<file path="src/hdl/sbbm_pkg.sv">
// sbbm_pkg: shared constants, register codes and helpers for the segment
// bounding box block. Depends on nothing; every other file imports it.

package sbbm_pkg;

   // default number formats
   localparam int COORD_BITS_DEF = 40;
   localparam int FRAC_BITS_DEF  = 16;
   localparam int TRIG_BITS      = 16;
   localparam int TRIG_FRAC      = 14;

   // pipeline and queue sizing
   localparam int FRONT_STAGES = 8;
   localparam int QDEPTH       = 16;

   // accumulator and window reset magnitudes, whole units
   localparam longint BOX_EXTENT  = 100000;
   localparam longint HALF_EXTENT = 1000000;

   // register indexes on the csr port
   localparam int CSR_IDX_BITS = 3;
   typedef enum logic [CSR_IDX_BITS-1:0] {
      CSR_SYM_MODE    = 3'd0,
      CSR_SYM_X       = 3'd1,
      CSR_SYM_Y       = 3'd2,
      CSR_AUTO_WINDOW = 3'd3,
      CSR_WIN_XMIN    = 3'd4,
      CSR_WIN_XMAX    = 3'd5,
      CSR_WIN_YMIN    = 3'd6,
      CSR_WIN_YMAX    = 3'd7
   } csr_index_type;

   // symmetry mode codes
   typedef enum logic [2:0] {
      SYM_NONE     = 3'd0,
      SYM_X        = 3'd1,
      SYM_Y        = 3'd2,
      SYM_BOTH     = 3'd3,
      SYM_BOTH_ALT = 3'd4
   } sym_mode_type;

   // which axes get mirrored copies
   typedef struct packed {
      logic mirror_x;
      logic mirror_y;
   } mirror_type;

   function automatic mirror_type decode_sym(input logic [2:0] mode);
      mirror_type m;
      unique case (mode)
         SYM_X:        m = '{mirror_x: 1'b1, mirror_y: 1'b0};
         SYM_Y:        m = '{mirror_x: 1'b0, mirror_y: 1'b1};
         SYM_BOTH:     m = '{mirror_x: 1'b1, mirror_y: 1'b1};
         SYM_BOTH_ALT: m = '{mirror_x: 1'b1, mirror_y: 1'b1};
         default:      m = '{mirror_x: 1'b0, mirror_y: 1'b0};
      endcase
      return m;
   endfunction

   // whole number on the fixed point scale, clamped to a signed cbits range
   function automatic logic [63:0] scaled_const(input longint whole, input int cbits,
                                                input int fbits);
      longint mag;
      longint v;
      longint cmax;
      longint cmin;
      mag  = (whole < 0 ? -whole : whole) << fbits;
      v    = (whole < 0) ? -mag : mag;
      cmax = (cbits >= 64) ? 64'sh7FFF_FFFF_FFFF_FFFF : (longint'(1) << (cbits - 1)) - 1;
      cmin = -cmax - 1;
      if (v > cmax) v = cmax;
      if (v < cmin) v = cmin;
      return v;
   endfunction

endpackage

</file>
<file path="src/hdl/sbbm_queue.sv">
// sbbm_queue: small first-in first-out register queue with fall-through read,
// placed between the front and back ends. Depends on sbbm_pkg for the
// default depth.

module sbbm_queue #(
   parameter int WIDTH = 8,
   parameter int DEPTH = sbbm_pkg::QDEPTH
) (
   input  logic                       clock,
   input  logic                       reset,
   input  logic                       push,
   input  logic [WIDTH-1:0]           push_data,
   input  logic                       pop,
   output logic                       pop_valid,
   output logic [WIDTH-1:0]           pop_data,
   output logic [$clog2(DEPTH+1)-1:0] count
);
   import sbbm_pkg::*;

   localparam int AW = (DEPTH > 1) ? $clog2(DEPTH) : 1;
   localparam int CW = $clog2(DEPTH + 1);

   logic [WIDTH-1:0] mem_ff [DEPTH];
   logic [AW-1:0]    wr_ptr_ff, wr_ptr_in;
   logic [AW-1:0]    rd_ptr_ff, rd_ptr_in;
   logic [CW-1:0]    count_ff, count_in;

   // pointer wrap and occupancy
   always_comb begin
      wr_ptr_in = wr_ptr_ff;
      rd_ptr_in = rd_ptr_ff;
      count_in  = count_ff;
      if (push) begin
         wr_ptr_in = (wr_ptr_ff == AW'(DEPTH - 1)) ? '0 : wr_ptr_ff + 1'b1;
      end
      if (pop) begin
         rd_ptr_in = (rd_ptr_ff == AW'(DEPTH - 1)) ? '0 : rd_ptr_ff + 1'b1;
      end
      if (push && !pop) begin
         count_in = count_ff + 1'b1;
      end else if (pop && !push) begin
         count_in = count_ff - 1'b1;
      end
   end

   always_ff @(posedge clock) begin
      if (reset) begin
         wr_ptr_ff <= '0;
         rd_ptr_ff <= '0;
         count_ff  <= '0;
      end else begin
         wr_ptr_ff <= wr_ptr_in;
         rd_ptr_ff <= rd_ptr_in;
         count_ff  <= count_in;
      end
   end

   // storage
   always_ff @(posedge clock) begin
      if (push) begin
         mem_ff[wr_ptr_ff] <= push_data;
      end
   end

   assign pop_valid = (count_ff != '0);
   assign pop_data  = mem_ff[rd_ptr_ff];
   assign count     = count_ff;

endmodule

</file>
<file path="config.mk">
export PLATFORM = sky130hd
export DESIGN_NAME = sbbm_queue
export DESIGN_NICKNAME = d
export VERILOG_FILES = /design/src/hdl/sbbm_pkg.sv /design/src/hdl/sbbm_queue.sv
export SDC_FILE = /design/constraint.sdc
export NUM_CORES = 1
export LEC_CHECK = 0
export BUFFER_PORTS_ARGS = -buffer_cell sky130_fd_sc_hd__buf_4
export CAP_MARGIN = 10
export CORE_ASPECT_RATIO = 0.5
export CORE_MARGIN = 2
export CORE_UTILIZATION = 50
export DETAILED_ROUTE_END_ITERATION = 8
export PLACE_DENSITY = 0.7
export SETUP_SLACK_MARGIN = 0.02
export SLEW_MARGIN = 25
export SYNTH_ARGS = -nofsm -noshare
export SYNTH_HDL_FRONTEND = slang
export SYNTH_SLANG_ARGS = --single-unit
</file>
<file path="constraint.sdc">
create_clock -name clock -period 2.6 [get_ports clock]
set_clock_uncertainty 0.05 [all_clocks]
set_input_delay 0.13 -clock clock [delete_from_list [all_inputs] [get_ports clock]]
set_output_delay 0.13 -clock clock [all_outputs]
set_load 0.005 [all_outputs]
</file>
==> results of run 1 <==
cells by family (layout without fill, tap and decap cells):
kind of cell / after synthesis / after routing / share of synthesized area
buf+inv: 19 / 75 / 0.02100
compound gates: 29 / 29 / 0.03236
flops: 145 / 145 / 0.7167
xor+xnor: 4 / 4 / 0.006000
simple gates: 66 / 66 / 0.05743
mux: 37 / 37 / 0.1438
fa+ha+maj: 10 / 10 / 0.02272
cell type report:
class / instances / area [um^2]
clock buffer: 17 / 425.4
clock inverter: 14 / 152.6
fill: 782 / 4340
inverter: 6 / 22.52
multi-input combinational: 146 / 1531
sequential: 145 / 4185
tap: 159 / 198.9
timing repair buffer: 38 / 325.3
synth_stat cells:
cell type,n,area (um^2)
a31oi_1,1,6.260
or3_1,2,12.51
nor2b_1,2,12.51
a22oi_1,16,120.1
inv_1,6,22.52
dlymetal6s4s_1,1,12.51
nor2_1,18,67.56
and2b_1,1,7.510
clkbuf_1,3,11.26
nand2b_1,2,12.51
nor4bb_1,1,10.01
buf_4,1,7.510
mux2i_1,4,40.04
a21o_1,1,7.510
a21oi_1,9,45.04
and2_1,17,106.4
dfxtp_1,17,340.3
nand2_1,15,56.30
nand3_1,3,15.01
xor2_1,4,35.03
buf_2,3,15.01
nor3b_1,1,7.510
and3_1,1,6.260
and3b_1,1,8.760
nor4_1,2,12.51
edfxtp_1,128,3844
fa_1,1,20.02
clkdlybuf4s25_2,2,20.02
mux2_2,1,11.26
mux4_2,14,315.3
o21ai_0,2,10.01
mux4_1,18,473.0
buf_6,3,33.78
ha_1,9,112.6
how the worst max path moves through the flow:
stage                             end  slack (ns)      start
after global placement       count[4]        0.66       push
after CTS                 pop_data[6]        0.22  flip-flop
after floorplan              count[4]        0.71   count[0]
after global routing      pop_data[5]        0.15  flip-flop
after detailed placement     count[4]        0.58        pop
final                     pop_data[6]        0.25  flip-flop
repair_timing:
item | 4_1_cts | 5_1_grt
endpoints found under the hold margin | 140 | 0
gates resized for setup | 0 | 0
hold buffers | 11 | 0
setup buffers | 0 | 0
power by group:
part | switching (uW) | internal (uW)
combinational | 207 | 207
sequential | 31.8 | 2580
clock | 947 | 1420
total | 1190 | 4210
worst max-delay path, delay by kind of cell (launching register included):
| kind | cells | cell delay, ns |
|---|---|---|
| buf+inv | 2 | 0.40 |
| compound gates | 1 | 0.25 |
| mux | 1 | 0.59 |
| simple gates | 1 | 0.17 |
| flops | 1 | 0.34 |
layout by cell type (no fill, tap or decap), types with 3 or more instances in the layout:
cell type / n
a21oi_1: 9
a22oi_1: 16
and2_1: 17
buf_4: 26
clkbuf_16: 17
dfxtp_1: 16
dlygate4sd3_1: 11
edfxtp_1: 128
ha_1: 9
inv_1: 6
inv_6: 5
mux2i_1: 4
mux4_1: 18
mux4_2: 14
nand2_1: 15
nand3_1: 3
nor2_1: 18
xor2_1: 4
metal layers:
layer / GRT usage / wire, um / part of all wire / vias to the layer above
met5: 0 / 0 / 0 / -
met4: 0.06789 / 44 / 0.0039 / 0
met3: 0.05882 / 747 / 0.067 / 5
met2: 0.3013 / 5371 / 0.48 / 83
met1: 0.2773 / 5032 / 0.45 / 1532
li1: - / - / - / 1336
metrics by stage:
stage,cell area [um^2],hold slack [ns],util,std cells,total power (uW)
final,6842,0.04964,0.6118,525,5391
after global routing,6842,0.09612,0.6118,525,5581
after CTS,6842,0.04715,0.6118,525,5431
after detailed placement,6153,0.3840,0.5503,483,3059
after global placement,6153,0.3663,0.5503,483,3037
after floorplan,5838,0.1491,-,310,2891
flip-flops by register name, summed over array words and instances, names as in the netlist, named ones only:
| name | count |
|---|---|
| wr_ptr_ff | 4 |
| rd_ptr_ff | 4 |
| mem_ff | 128 |
| count | 5 |
==> results.py, run 1 <==
metrics = {
    "run_status": {
        "outcome": "finished clean",
    },
    "worst_setup_path": {
        "worstRegToRegCells": 6,
        "critPathLaunchType": "flip-flop",
        "reg2reg_slack_ns": 0.55,
        "slowest_stage": "mux4_1",
        "slowest_delay_ns": 0.59,
        "path_class": "reg2out",
        "rr_endpoint": "count[4]",
        "critPathCaptureType": "output pin",
        "crit_arrival_ns": 2.17,
        "r2r_start": "count[0]",
        "required_ns": 2.42,
        "cp_max_fo": 32,
        "worstPathCellList": "buf_12 > mux4_1 > a22oi_1 > nand2_1 > buf_4",
    },
    "logic_synthesis": {
        "yosysSeqAreaShare": 0.7167,
        "yosysWarnings": 0,
        "syn_area_um2": 5838,
        "synth-seq-cells": 145,
        "yosysUniqueCellTypes": 34,
        "syn_area_per_cell_um2": 18.83,
        "syn_nets": 332,
        "synthCells": 310,
    },
    "clock_network": {
        "htree_levels": 4,
        "cts_tree": "yes",
        "clkTransAtPathRegs_ns": 0.06,
        "clock_latency_ns": 0.41,
        "cts_buffers": 17,
        "cts_sinks": 145,
        "cts_max_path_buffers": 2,
        "root_buffer": "clkbuf_16",
    },
    "die": {
        "row_count": 27,
        "die_width_um": 156.8,
        "io_pins": 26,
        "coreArea_um2": 11180,
        "start_util": 0.5221,
        "die_y_um": 80.41,
        "die_area_um2": 12610,
    },
    "global_routing": {
        "grt_pass1_vias": 3089,
        "grt_max_degree": 33,
        "grt-ovfl-total": 0,
        "antenna_found_initial": 0,
        "grtUsageTotal": 0.1984,
        "grt_pass1_wl_mm": 17.51,
    },
    "timing": {
        "final_max_slew_viol_count": 0,
        "min_period_over_period": 0.9027,
        "finalCriticalPeriod_ns": 2.347,
        "max_freq_mhz": 426.1,
        "tns_ns": 0,
        "hold_violations": 0,
        "setup_violations": 0,
        "rsz0062_at_grt": "false",
        "worst_pin_slew_ns": 0.7582,
        "fin_ws_ns": 0.2530,
        "slew_headroom": 0.4935,
    },
    "detailed_routing": {
        "drc": 0,
        "dr.pass1.iters": 5,
        "viasPerCell": 5.630,
        "routed_wl_mm": 11.20,
        "num_vias": 2956,
        "avgRoutedWirePerCell_um": 21.32,
        "ant_nets": 0,
        "initialDrtViolationCount": 226,
    },
    "cells_and_area": {
        "syn_to_final_growth_pct": 17.19,
        "drive_gt1_frac": 0.1995,
        "layout.nets": 376,
        "diodes": 0,
    },
    "min_path": {
        "hold_path_class": "in2reg",
        "hold_end": "rd_ptr_ff[1]",
        "min_path_cells": 3,
        "hp-start": "pop",
    },
    "power": {
        "power_density_nw_per_um2": 787.9,
        "ir_drop_mv": 0.4935,
        "total_leakage_power_uw": 0.002358,
    },
    "place": {
        "port_buffers": 25,
        "dp_hpwl_mm": 7.121,
        "place_ws_ns": 0.5762,
        "gp_congestion": 0.7557,
    },
    "run": {
        "max-cap-violations": 0,
    },
}
(Power assumes the default switching activity.)
==> run 2, diff against run 1 <==
--- a/config.mk
+++ b/config.mk
@@ -12,6 +12,7 @@
 export CORE_UTILIZATION = 50
 export DETAILED_ROUTE_END_ITERATION = 8
 export PLACE_DENSITY = 0.7
+export REMOVE_ABC_BUFFERS = 1
 export SETUP_SLACK_MARGIN = 0.02
 export SLEW_MARGIN = 25
 export SYNTH_ARGS = -nofsm -noshare
==> run 2 against run 1 <==
Compared with the run above:
- cell count unchanged
- final area about the same
- core utilization hardly changed
- critical path type unchanged
==> results.py, run 2 (same netlist as run 1, synthesis figures left out) <==
metrics = {
    "run_status": {
        "outcome": "finished clean",
    },
    "cells_and_area": {
        "syn_to_final_growth_pct": 17.15,
        "top_register": "mem_ff",
        "mostFrequentLayoutCells": "edfxtp_1 (128), buf_4 (28), nor2_1 (18), mux4_1 (18)",
        "diodes": 0,
        "layout_commonest_cell": "edfxtp_1",
        "nFillCells": 786,
        "layout.nets": 376,
        "largest_reg_flops": 128,
        "final_cell_area_um2": 6839,
        "drive_gt1_frac": 0.1967,
        "fin_cells": 525,
    },
    "timing": {
        "setup_violations": 0,
        "slew_headroom": 0.4713,
        "rsz0062_at_grt": "false",
        "max_freq_mhz": 426.0,
        "final_max_slew_viol_count": 0,
        "finalCriticalPeriod_ns": 2.348,
        "min_period_over_period": 0.9029,
        "tns_ns": 0,
        "hold_violations": 0,
        "worst_pin_slew_ns": 0.7914,
        "fin_ws_ns": 0.2525,
    },
    "global_routing": {
        "antenna_found_initial": 0,
        "grt_max_degree": 33,
        "grt-ovfl-total": 0,
        "grt_pass1_vias": 3058,
        "grt_pass1_wl_mm": 17.17,
        "grtUsageTotal": 0.1952,
    },
    "power": {
        "ir_drop_mv": 0.4443,
        "pwr-share-seq": 0.480,
        "p_int_uw": 4291,
        "swShare": 0.2102,
        "p_sw_uw": 1142,
        "pwr-share-comb": 0.075,
        "power_density_nw_per_um2": 794.5,
        "total_leakage_power_uw": 0.002355,
        "finalPower_uw": 5433,
        "clock_power_share": 0.445,
    },
    "detailed_routing": {
        "viasPerCell": 5.550,
        "routed_wl_mm": 11.10,
        "num_vias": 2914,
        "initialDrtViolationCount": 271,
        "avgRoutedWirePerCell_um": 21.13,
        "drc": 0,
        "ant_nets": 0,
        "dr.pass1.iters": 4,
    },
    "die": {
        "row_count": 27,
        "die_width_um": 156.8,
        "die_area_um2": 12610,
        "die_y_um": 80.41,
        "start_util": 0.5221,
        "io_pins": 26,
        "coreArea_um2": 11180,
    },
    "clock_network": {
        "root_buffer": "clkbuf_16",
        "cts_max_path_buffers": 2,
        "cts_sinks": 145,
        "ctsHoldBuffers": 10,
        "post_cts_buffers": 0,
        "clkTransAtPathRegs_ns": 0.06,
        "cts_tree": "yes",
        "cts.repair.resized": 0,
        "htree_levels": 4,
        "cts_buffers": 17,
        "clock_latency_ns": 0.40,
    },
    "worst_setup_path": {
        "worstPathCellList": "buf_4 > mux4_1 > a22oi_1 > nand2_1 > buf_4",
        "cp_max_fo": 21,
        "critPathLaunchType": "flip-flop",
        "required_ns": 2.42,
        "path_common_cell": "buf_4",
        "r2r_start": "count[0]",
        "path_class": "reg2out",
        "critPathCaptureType": "output pin",
        "slowest_stage": "mux4_1",
        "slowest_delay_ns": 0.65,
        "crit_arrival_ns": 2.17,
    },
    "min_path": {
        "hp-start": "pop",
        "hold_path_class": "in2reg",
    },
    "place": {
        "port_buffers": 25,
        "place_ws_ns": 0.5858,
        "dp_cells": 484,
        "gp_congestion": 0.7326,
        "dp_hpwl_mm": 7.137,
        "place_area_um2": 6148,
    },
    "run": {
        "max-cap-violations": 0,
    },
}
## run 2: changes by cell type in the layout (fill, tap and decap cells not counted), sizes merged
cell	delta
dlygate4sd3	-1
clkbuf	+2
inv	-3
bufinv	+1
buf	+1
## run 2: power by group through the flow
stage	registers [uW]	clock network, uW	logic (uW)
after floorplan	2670	0	206
after global placement	2650	0	380
after detailed placement	2660	0	398
after CTS	2610	2450	412
after global routing	2610	2560	445
final	2610	2420	406
## run 2: per-stage QoR
step | hold WS, ns | utilization
floorplan | 0.1491 | -
global placement | 0.3694 | 0.5498
detailed placement | 0.3952 | 0.5498
CTS | 0.02330 | 0.6116
global route | 0.07207 | 0.6116
finish | 0.04275 | 0.6116
## run 2: worst max-delay path: cells and delay by family, from the launching register on
| kind | cells | cell delay (ns) |
|---|---|---|
| buffers and inverters | 2 | 0.47 |
| AOI/OAI and AO/OA | 1 | 0.23 |
| DFF | 1 | 0.32 |
| and+or+nand+nor | 1 | 0.08 |
| muxes | 1 | 0.65 |
## run 2: layer usage
layer  track usage  routed length [um]
met1        0.2603                5005
met4       0.05229                  70
met2        0.3193                5423
met3       0.05613                 596
met5             0                   0
## run 2: final cells by class
type	instances	area, um^2	area share
clock buffers	19	432.9	0.06330
repair buffers	38	310.3	0.04537
inverters	6	22.52	0.003293
clock inverters	12	157.7	0.02305
well taps	159	198.9	0.02909
multi-input cells	146	1531	0.2239
flip-flops and latches	145	4185	0.6120
## run 2: final timing paths
| path | to | slack [ns] | cells past startpoint |
|---|---|---|---|
| hold / removal | rd_ptr_ff[1] | 0.04 | 3 |
| setup reg to reg | count[4] | 0.57 | 6 |
| hold reg to reg | rd_ptr_ff[3] | 0.50 | 2 |
| setup / recovery | pop_data[2] | 0.25 | 5 |
