`config.mk`:
```
export PLATFORM = sky130hd
export DESIGN_NAME = sbbm_back
export DESIGN_NICKNAME = d
export VERILOG_FILES = /design/src/hdl/sbbm_pkg.sv /design/src/hdl/sbbm_back.sv
export SDC_FILE = /design/constraint.sdc
export NUM_CORES = 2
export LEC_CHECK = 0
export BUFFER_PORTS_ARGS = -buffer_cell sky130_fd_sc_hd__buf_2
export CAP_MARGIN = 15
export CORE_AREA = 2 2 359 396
export CTS_BUF_LIST = sky130_fd_sc_hd__clkbuf_4
export CTS_CLUSTER_DIAMETER = 60
export DETAILED_ROUTE_END_ITERATION = 10
export DIE_AREA = 0 0 361 398
export PLACE_DENSITY = 0.56
export SYNTH_ARGS = -nofsm -noshare
export SYNTH_HDL_FRONTEND = slang
export SYNTH_SLANG_ARGS = --single-unit
```
`constraint.sdc`:
```
create_clock -name clock -period 72.2 [get_ports clock]
set_clock_uncertainty 0.05 [all_clocks]
set_input_delay 10.83 -clock clock [delete_from_list [all_inputs] [get_ports clock]]
set_output_delay 10.83 -clock clock [all_outputs]
set_load 0.02 [all_outputs]
```
`src/hdl/sbbm_pkg.sv`:
```
// sbbm_pkg: shared constants, register codes and helpers for the segment
// bounding box block. Depends on nothing; every other file imports it.

package sbbm_pkg;

   // default number formats
   localparam int COORD_BITS_DEF = 40;
   localparam int FRAC_BITS_DEF  = 16;
   localparam int TRIG_BITS      = 16;
   localparam int TRIG_FRAC      = 14;

   // pipeline and queue sizing
   localparam int FRONT_STAGES = 8;
   localparam int QDEPTH       = 16;

   // accumulator and window reset magnitudes, whole units
   localparam longint BOX_EXTENT  = 100000;
   localparam longint HALF_EXTENT = 1000000;

   // register indexes on the csr port
   localparam int CSR_IDX_BITS = 3;
   typedef enum logic [CSR_IDX_BITS-1:0] {
      CSR_SYM_MODE    = 3'd0,
      CSR_SYM_X       = 3'd1,
      CSR_SYM_Y       = 3'd2,
      CSR_AUTO_WINDOW = 3'd3,
      CSR_WIN_XMIN    = 3'd4,
      CSR_WIN_XMAX    = 3'd5,
      CSR_WIN_YMIN    = 3'd6,
      CSR_WIN_YMAX    = 3'd7
   } csr_index_type;

   // symmetry mode codes
   typedef enum logic [2:0] {
      SYM_NONE     = 3'd0,
      SYM_X        = 3'd1,
      SYM_Y        = 3'd2,
      SYM_BOTH     = 3'd3,
      SYM_BOTH_ALT = 3'd4
   } sym_mode_type;

   // which axes get mirrored copies
   typedef struct packed {
      logic mirror_x;
      logic mirror_y;
   } mirror_type;

   function automatic mirror_type decode_sym(input logic [2:0] mode);
      mirror_type m;
      unique case (mode)
         SYM_X:        m = '{mirror_x: 1'b1, mirror_y: 1'b0};
         SYM_Y:        m = '{mirror_x: 1'b0, mirror_y: 1'b1};
         SYM_BOTH:     m = '{mirror_x: 1'b1, mirror_y: 1'b1};
         SYM_BOTH_ALT: m = '{mirror_x: 1'b1, mirror_y: 1'b1};
         default:      m = '{mirror_x: 1'b0, mirror_y: 1'b0};
      endcase
      return m;
   endfunction

   // whole number on the fixed point scale, clamped to a signed cbits range
   function automatic logic [63:0] scaled_const(input longint whole, input int cbits,
                                                input int fbits);
      longint mag;
      longint v;
      longint cmax;
      longint cmin;
      mag  = (whole < 0 ? -whole : whole) << fbits;
      v    = (whole < 0) ? -mag : mag;
      cmax = (cbits >= 64) ? 64'sh7FFF_FFFF_FFFF_FFFF : (longint'(1) << (cbits - 1)) - 1;
      cmin = -cmax - 1;
      if (v > cmax) v = cmax;
      if (v < cmin) v = cmin;
      return v;
   endfunction

endpackage

```
`src/hdl/sbbm_back.sv`:
```
// sbbm_back: back end. Folds per-item boxes into the running box and half
// length range, and on the last segment forms the result window.
// Depends on sbbm_pkg.

module sbbm_back #(
   parameter int COORD_BITS = sbbm_pkg::COORD_BITS_DEF,
   parameter int FRAC_BITS  = sbbm_pkg::FRAC_BITS_DEF
) (
   input  logic                         clock,
   input  logic                         reset,
   input  logic                         item_valid,
   input  logic signed [COORD_BITS-1:0] item_min_x,
   input  logic signed [COORD_BITS-1:0] item_max_x,
   input  logic signed [COORD_BITS-1:0] item_min_y,
   input  logic signed [COORD_BITS-1:0] item_max_y,
   input  logic [COORD_BITS-2:0]        item_half,
   input  logic                         item_last,
   output logic                         item_pop,
   input  logic                         auto_window,
   input  logic signed [COORD_BITS-1:0] win_xmin,
   input  logic signed [COORD_BITS-1:0] win_xmax,
   input  logic signed [COORD_BITS-1:0] win_ymin,
   input  logic signed [COORD_BITS-1:0] win_ymax,
   output logic                         rsp_valid,
   input  logic                         rsp_stall,
   output logic signed [COORD_BITS-1:0] rsp_left_edge,
   output logic signed [COORD_BITS-1:0] rsp_right_edge,
   output logic signed [COORD_BITS-1:0] rsp_bottom_edge,
   output logic signed [COORD_BITS-1:0] rsp_top_edge,
   output logic [COORD_BITS-2:0]        rsp_longest_half_length,
   output logic [COORD_BITS-2:0]        rsp_shortest_half_length
);
   import sbbm_pkg::*;

   localparam int C = COORD_BITS;
   localparam int H = COORD_BITS - 1;

   typedef logic signed [C-1:0] coord_type;

   localparam coord_type CMAX = {1'b0, {(C-1){1'b1}}};
   localparam coord_type CMIN = {1'b1, {(C-1){1'b0}}};

   localparam logic [63:0] BOX_MIN_W   = scaled_const(BOX_EXTENT, C, FRAC_BITS);
   localparam logic [63:0] BOX_MAX_W   = scaled_const(-BOX_EXTENT, C, FRAC_BITS);
   localparam logic [63:0] SHORT_W     = scaled_const(HALF_EXTENT, C, FRAC_BITS);
   localparam coord_type   BOX_MIN_INIT = BOX_MIN_W[C-1:0];
   localparam coord_type   BOX_MAX_INIT = BOX_MAX_W[C-1:0];
   localparam logic [H-1:0] SHORT_INIT  = SHORT_W[H-1:0];

   function automatic coord_type sat_wide(input logic signed [C:0] v);
      if (v[C] != v[C-1]) return v[C] ? CMIN : CMAX;
      return v[C-1:0];
   endfunction

   function automatic coord_type add_sat(input coord_type a, input coord_type b);
      logic signed [C:0] s;
      s = {a[C-1], a} + {b[C-1], b};
      return sat_wide(s);
   endfunction

   function automatic coord_type sub_sat(input coord_type a, input coord_type b);
      logic signed [C:0] s;
      s = {a[C-1], a} - {b[C-1], b};
      return sat_wide(s);
   endfunction

   logic en;

   // running accumulators
   coord_type    box_min_x_ff, box_max_x_ff, box_min_y_ff, box_max_y_ff;
   logic [H-1:0] longest_ff, shortest_ff;
   coord_type    min_x_in, max_x_in, min_y_in, max_y_in;
   logic [H-1:0] longest_in, shortest_in;

   // captured set, half spans, output register
   logic         fin_valid_ff, span_valid_ff, rsp_valid_ff;
   coord_type    fin_min_x_ff, fin_max_x_ff, fin_min_y_ff, fin_max_y_ff;
   logic [H-1:0] fin_long_ff, fin_short_ff;
   coord_type    sp_min_x_ff, sp_max_x_ff, sp_min_y_ff, sp_max_y_ff;
   coord_type    sp_hx_ff, sp_hy_ff;
   logic [H-1:0] sp_long_ff, sp_short_ff;
   logic signed [C:0] dx, dy;
   coord_type    left_ff, right_ff, bottom_ff, top_ff;
   logic [H-1:0] out_long_ff, out_short_ff;

   // the back end moves as one while the output register can take a result
   always_comb begin
      en          = !rsp_valid_ff || !rsp_stall;
      item_pop    = en && item_valid;
      min_x_in    = (item_min_x < box_min_x_ff) ? item_min_x : box_min_x_ff;
      max_x_in    = (item_max_x > box_max_x_ff) ? item_max_x : box_max_x_ff;
      min_y_in    = (item_min_y < box_min_y_ff) ? item_min_y : box_min_y_ff;
      max_y_in    = (item_max_y > box_max_y_ff) ? item_max_y : box_max_y_ff;
      longest_in  = (item_half > longest_ff)  ? item_half : longest_ff;
      shortest_in = (item_half < shortest_ff) ? item_half : shortest_ff;
      // floor of half the span, taken as the upper bits of the wide difference
      dx          = {fin_max_x_ff[C-1], fin_max_x_ff} - {fin_min_x_ff[C-1], fin_min_x_ff};
      dy          = {fin_max_y_ff[C-1], fin_max_y_ff} - {fin_min_y_ff[C-1], fin_min_y_ff};
   end

   // accumulators, returned to their start values after each set
   always_ff @(posedge clock) begin
      if (reset) begin
         box_min_x_ff <= BOX_MIN_INIT;
         box_max_x_ff <= BOX_MAX_INIT;
         box_min_y_ff <= BOX_MIN_INIT;
         box_max_y_ff <= BOX_MAX_INIT;
         longest_ff   <= '0;
         shortest_ff  <= SHORT_INIT;
      end else if (item_pop) begin
         if (item_last) begin
            box_min_x_ff <= BOX_MIN_INIT;
            box_max_x_ff <= BOX_MAX_INIT;
            box_min_y_ff <= BOX_MIN_INIT;
            box_max_y_ff <= BOX_MAX_INIT;
            longest_ff   <= '0;
            shortest_ff  <= SHORT_INIT;
         end else begin
            box_min_x_ff <= min_x_in;
            box_max_x_ff <= max_x_in;
            box_min_y_ff <= min_y_in;
            box_max_y_ff <= max_y_in;
            longest_ff   <= longest_in;
            shortest_ff  <= shortest_in;
         end
      end
   end

   // result stage valids
   always_ff @(posedge clock) begin
      if (reset) begin
         fin_valid_ff  <= 1'b0;
         span_valid_ff <= 1'b0;
         rsp_valid_ff  <= 1'b0;
      end else if (en) begin
         fin_valid_ff  <= item_pop && item_last;
         span_valid_ff <= fin_valid_ff;
         rsp_valid_ff  <= span_valid_ff;
      end
   end

   // result stage payload
   always_ff @(posedge clock) begin
      if (en) begin
         fin_min_x_ff <= min_x_in;
         fin_max_x_ff <= max_x_in;
         fin_min_y_ff <= min_y_in;
         fin_max_y_ff <= max_y_in;
         fin_long_ff  <= longest_in;
         fin_short_ff <= shortest_in;

         sp_min_x_ff  <= fin_min_x_ff;
         sp_max_x_ff  <= fin_max_x_ff;
         sp_min_y_ff  <= fin_min_y_ff;
         sp_max_y_ff  <= fin_max_y_ff;
         sp_hx_ff     <= dx[C:1];
         sp_hy_ff     <= dy[C:1];
         sp_long_ff   <= fin_long_ff;
         sp_short_ff  <= fin_short_ff;

         left_ff      <= auto_window ? sub_sat(sp_min_x_ff, sp_hx_ff) : win_xmin;
         right_ff     <= auto_window ? add_sat(sp_max_x_ff, sp_hx_ff) : win_xmax;
         bottom_ff    <= auto_window ? sub_sat(sp_min_y_ff, sp_hy_ff) : win_ymin;
         top_ff       <= auto_window ? add_sat(sp_max_y_ff, sp_hy_ff) : win_ymax;
         out_long_ff  <= sp_long_ff;
         out_short_ff <= sp_short_ff;
      end
   end

   assign rsp_valid                = rsp_valid_ff;
   assign rsp_left_edge            = left_ff;
   assign rsp_right_edge           = right_ff;
   assign rsp_bottom_edge          = bottom_ff;
   assign rsp_top_edge             = top_ff;
   assign rsp_longest_half_length  = out_long_ff;
   assign rsp_shortest_half_length = out_short_ff;

   // a closing segment starts a result and clears the half length range
   a_last_clears: assert property (@(posedge clock) disable iff (reset)
      item_pop && item_last |=> fin_valid_ff && longest_ff == '0 && shortest_ff == SHORT_INIT)
      else $error("last segment did not start a result or clear accumulators");

   // within a set the running minimum never grows
   a_min_monotone: assert property (@(posedge clock) disable iff (reset)
      item_pop && !item_last |=> box_min_x_ff <= $past(box_min_x_ff))
      else $error("running x minimum grew inside a set");

   // a result in the span stage reaches the output register when the stage moves
   a_span_to_out: assert property (@(posedge clock) disable iff (reset)
      span_valid_ff && en |=> rsp_valid_ff)
      else $error("result lost between span stage and output register");

endmodule

```
==> impl_results.md <==
* Status: completed
* Core area at 140000 um2
* Post-synth EDFFs at 794
* Simple-gate share of the synthesized area at 8.41%
* Switching pwr at 0.993 mW
* Postcts setup bufs at 0
* Arrival time worst endpoint at 12.78 ns
* Post-synthesis compound-gate area fraction at 19.3%
* Setup TNS at 0 ns
* Count of final setup violators at 0
* Synthesized Nets at 6000
* Max Slew Vio Count at 0
* Crit path required time at 61.32 ns
* Maxcap violations at 0
* Mapped Area at 55500 um2
* Fmax at 0.0423 GHz
* Sw frac at 40.4%
* Clock Power Share at 21.4%
* Multi-input gate area at 24200 um2
* Full die area at 144000 um2
* Fill count at 13396
* Number of distinct library cells after synthesis at 87
* Slew @ Worst Pin at 1.17 ns
* H-Tree Depth at 5
* Main combinational cell family by area after synthesis: compound AO/OA/AOI/OAI gates
* Initial Utilization at 39.7%
* Via count at 41784
* Yosys reg bits at 1035
* Reg area at 28700 um2
* Routed Antenna Nets at 0
* Ys flop type: edfxtp_1
* CTS tree: yes
* Min cycle time layout at 23.66 ns
* DR vias/cell at 5.26
* Largest net degree at the start of global routing at 94
* Synthesized-area fraction occupied by adder cells at 11.1%
* RSZ-0062 raised after global routing: false
* Seq/Total Area, Yosys at 51.7%
* First-pass GRT wire length at 243000 um
* Post-route insts no fill at 7947
* Worst setup path class: primary input to output pin
* Synth Area in XOR/XNOR at 3.28%
* HP Class: flip-flop to flip-flop
* Io pins at 605
* Grt ovf at 0
* Port buffer count at 604
* Root buffer cell: clkbuf_4
* Clock tree sinks at 1035
* Die Wd at 361 um
* CTS Buf Count at 297
* WHS Path Cells at 0
* IR drop worst, VDD at 0.0168 mV
* Clock transition at the registers of the reported paths at 0.07 ns
* Rel. slew slack at 21.9%
* Post-cts gate resize count at 0
* Post-Place Cells at 7421
* Ys async rst share at 0%
* Drt total wl at 163000 um
* Site row count at 144
* Final nets at 6740
* Initial antenna violation count at 89
* Routability Congestion at 0.916
* Final period utilization at 32.8%
* Leakage Power at 28.2 nW
* Fin. Hold Viols at 0
* Layout cell share with drive strength beyond 1 at 19.7%
* Yosys Warn Count at 0
* Clk_lat worst skew at 1.27 ns
* CTS max path bufs at 4
* Number of global-route vias before repair at 40426
* DR iter-0 viols at 2866
* Internal at 1.47 mW
* Flop pwr share at 35.2%
* Crit path launch type: primary input
* GRT Overall Usage at 22.3%
* WL/cell at 20.6 um
* Logic pwr share at 43.4%
* Mux cell area share after synthesis at 1.24%
* Hold-fix buffers, CTS at 0
* PwrDens at 38.4 nW/um2
* R2R cell count at 13
* Synth-to-Final Area Change at 15.5%
* Post-route DRC violation count at 0
* Die Y at 398 um
* DP Wirelength at 124000 um
* Synth Instances at 5156
* 1st-pass router iterations at 6
* Crit. End Element: output pin
* Most frequent cells in the layout: edfxtp_1 (794), buf_2 (603), inv_1 (511)
* Mean Syn Cell Area at 10.8 um2
* Crit-path max FO at 43
* Commonest non-fill, non-tap cell in the layout: edfxtp_1
==> metrics by stage <==
stage | setup WS [ns] | utilization [%] | power, mW | area, um2 | hold WS (ns)
6_report | 48.54 | 45.9 | 2.46 | 64100 | 0.340
5_1_grt | 48.38 | 45.9 | 2.64 | 64000 | 0.343
4_1_cts | 48.45 | 45.8 | 2.48 | 64000 | 0.321
3_5_place_dp | 48.45 | 43.3 | 1.94 | 60400 | 0.355
3_3_place_gp | 48.53 | 43.3 | 1.93 | 60400 | 0.351
2_1_floorplan | 30.20 | - | 1.59 | 55500 | 0.350
==> power by group through the flow <==
stage	combinational, mW	sequential (mW)	clock, mW
after floorplan	0.677	0.915	0
after global placement	1.05	0.876	0
after detailed placement	1.06	0.877	0
after CTS	1.07	0.866	0.550
after global routing	1.18	0.877	0.581
final	1.07	0.866	0.528
==> cell usage after synthesis (7+ instances only) <==
cell type / instances / share of area (%)
a211oi_1: 27 / 0.37
a21boi_0: 9 / 0.12
a21o_1: 244 / 3.3
a21oi_1: 311 / 2.8
a221o_1: 8 / 0.14
a221oi_1: 9 / 0.14
a22o_1: 165 / 2.6
a311o_1: 7 / 0.13
a311oi_1: 7 / 0.11
a31oi_1: 47 / 0.53
and2_1: 17 / 0.19
and3_1: 26 / 0.29
and4_1: 11 / 0.17
buf_2: 25 / 0.23
clkbuf_1: 173 / 1.2
dfxtp_1: 241 / 8.7
edfxtp_1: 794 / 43
ha_1: 473 / 11
inv_1: 513 / 3.5
maj3_1: 13 / 0.23
mux2_2: 47 / 0.95
mux2i_1: 16 / 0.29
nand2_1: 431 / 2.9
nand2b_1: 40 / 0.45
nand3_1: 71 / 0.64
nand4_1: 70 / 0.79
nor2_1: 216 / 1.5
nor2b_1: 40 / 0.45
nor3_1: 45 / 0.41
nor4_1: 15 / 0.17
o211ai_1: 70 / 0.95
o21a_1: 44 / 0.60
o21ai_0: 454 / 4.1
o21bai_1: 27 / 0.37
o22ai_1: 11 / 0.12
o2bb2ai_1: 82 / 1.3
o31ai_1: 10 / 0.14
o41ai_1: 7 / 0.11
or2_2: 8 / 0.090
or3_1: 10 / 0.11
xnor2_1: 136 / 2.1
xor2_1: 72 / 1.1
==> metal layers <==
layer  routed length, um  vias up  track usage (%)  share of wire (%)
li1                    -    20615                -                  -
met1               77400    19388             31.6                 47
met2               66900     1375             31.6                 41
met3               13400      332             6.80                8.2
met4                5190       74             8.63                3.2
met5                 452        -                0               0.28
==> critical path, stage by stage <==
cell and delay, ns:
buf_2 0.13, nand2_4 0.43, nand2_1 0.37, inv_2 0.65, buf_2 0.29
==> layout make-up <==
cell class,instances,area share (%)
inverter,514,3.02
multi-input combinational,3401,37.8
tap,1825,3.56
antenna,28,0.109
clock inverter,64,0.477
timing repair buffer,647,5.24
sequential,1035,44.7
clock buffer,433,5.07
==> kinds of logic after synthesis <==
group | Yosys count
AOI/OAI and AO/OA | 1620
xor gates and xnor gates | 208
adders and majority gates | 492
buffers and inverters | 720
DFF | 1035
muxes | 63
and+or+nand+nor | 1018
==> worst paths after layout <==
check | to | start | slack, ns
worst min-delay path | sp_long_ff[23]$_DFFE_PN_ | fin_long_ff[23]$_DFFE_PN_ | 0.34
worst max-delay path | item_pop | rsp_stall | 48.54
worst min register to register | sp_long_ff[23]$_DFFE_PN_ | fin_long_ff[23]$_DFFE_PN_ | 0.34
worst max register to register | rsp_right_edge[22]$_DFFE_PN_ | sp_max_x_ff[0]$_DFFE_PN_ | 67.15
Power figures use the tool's default switching activity.
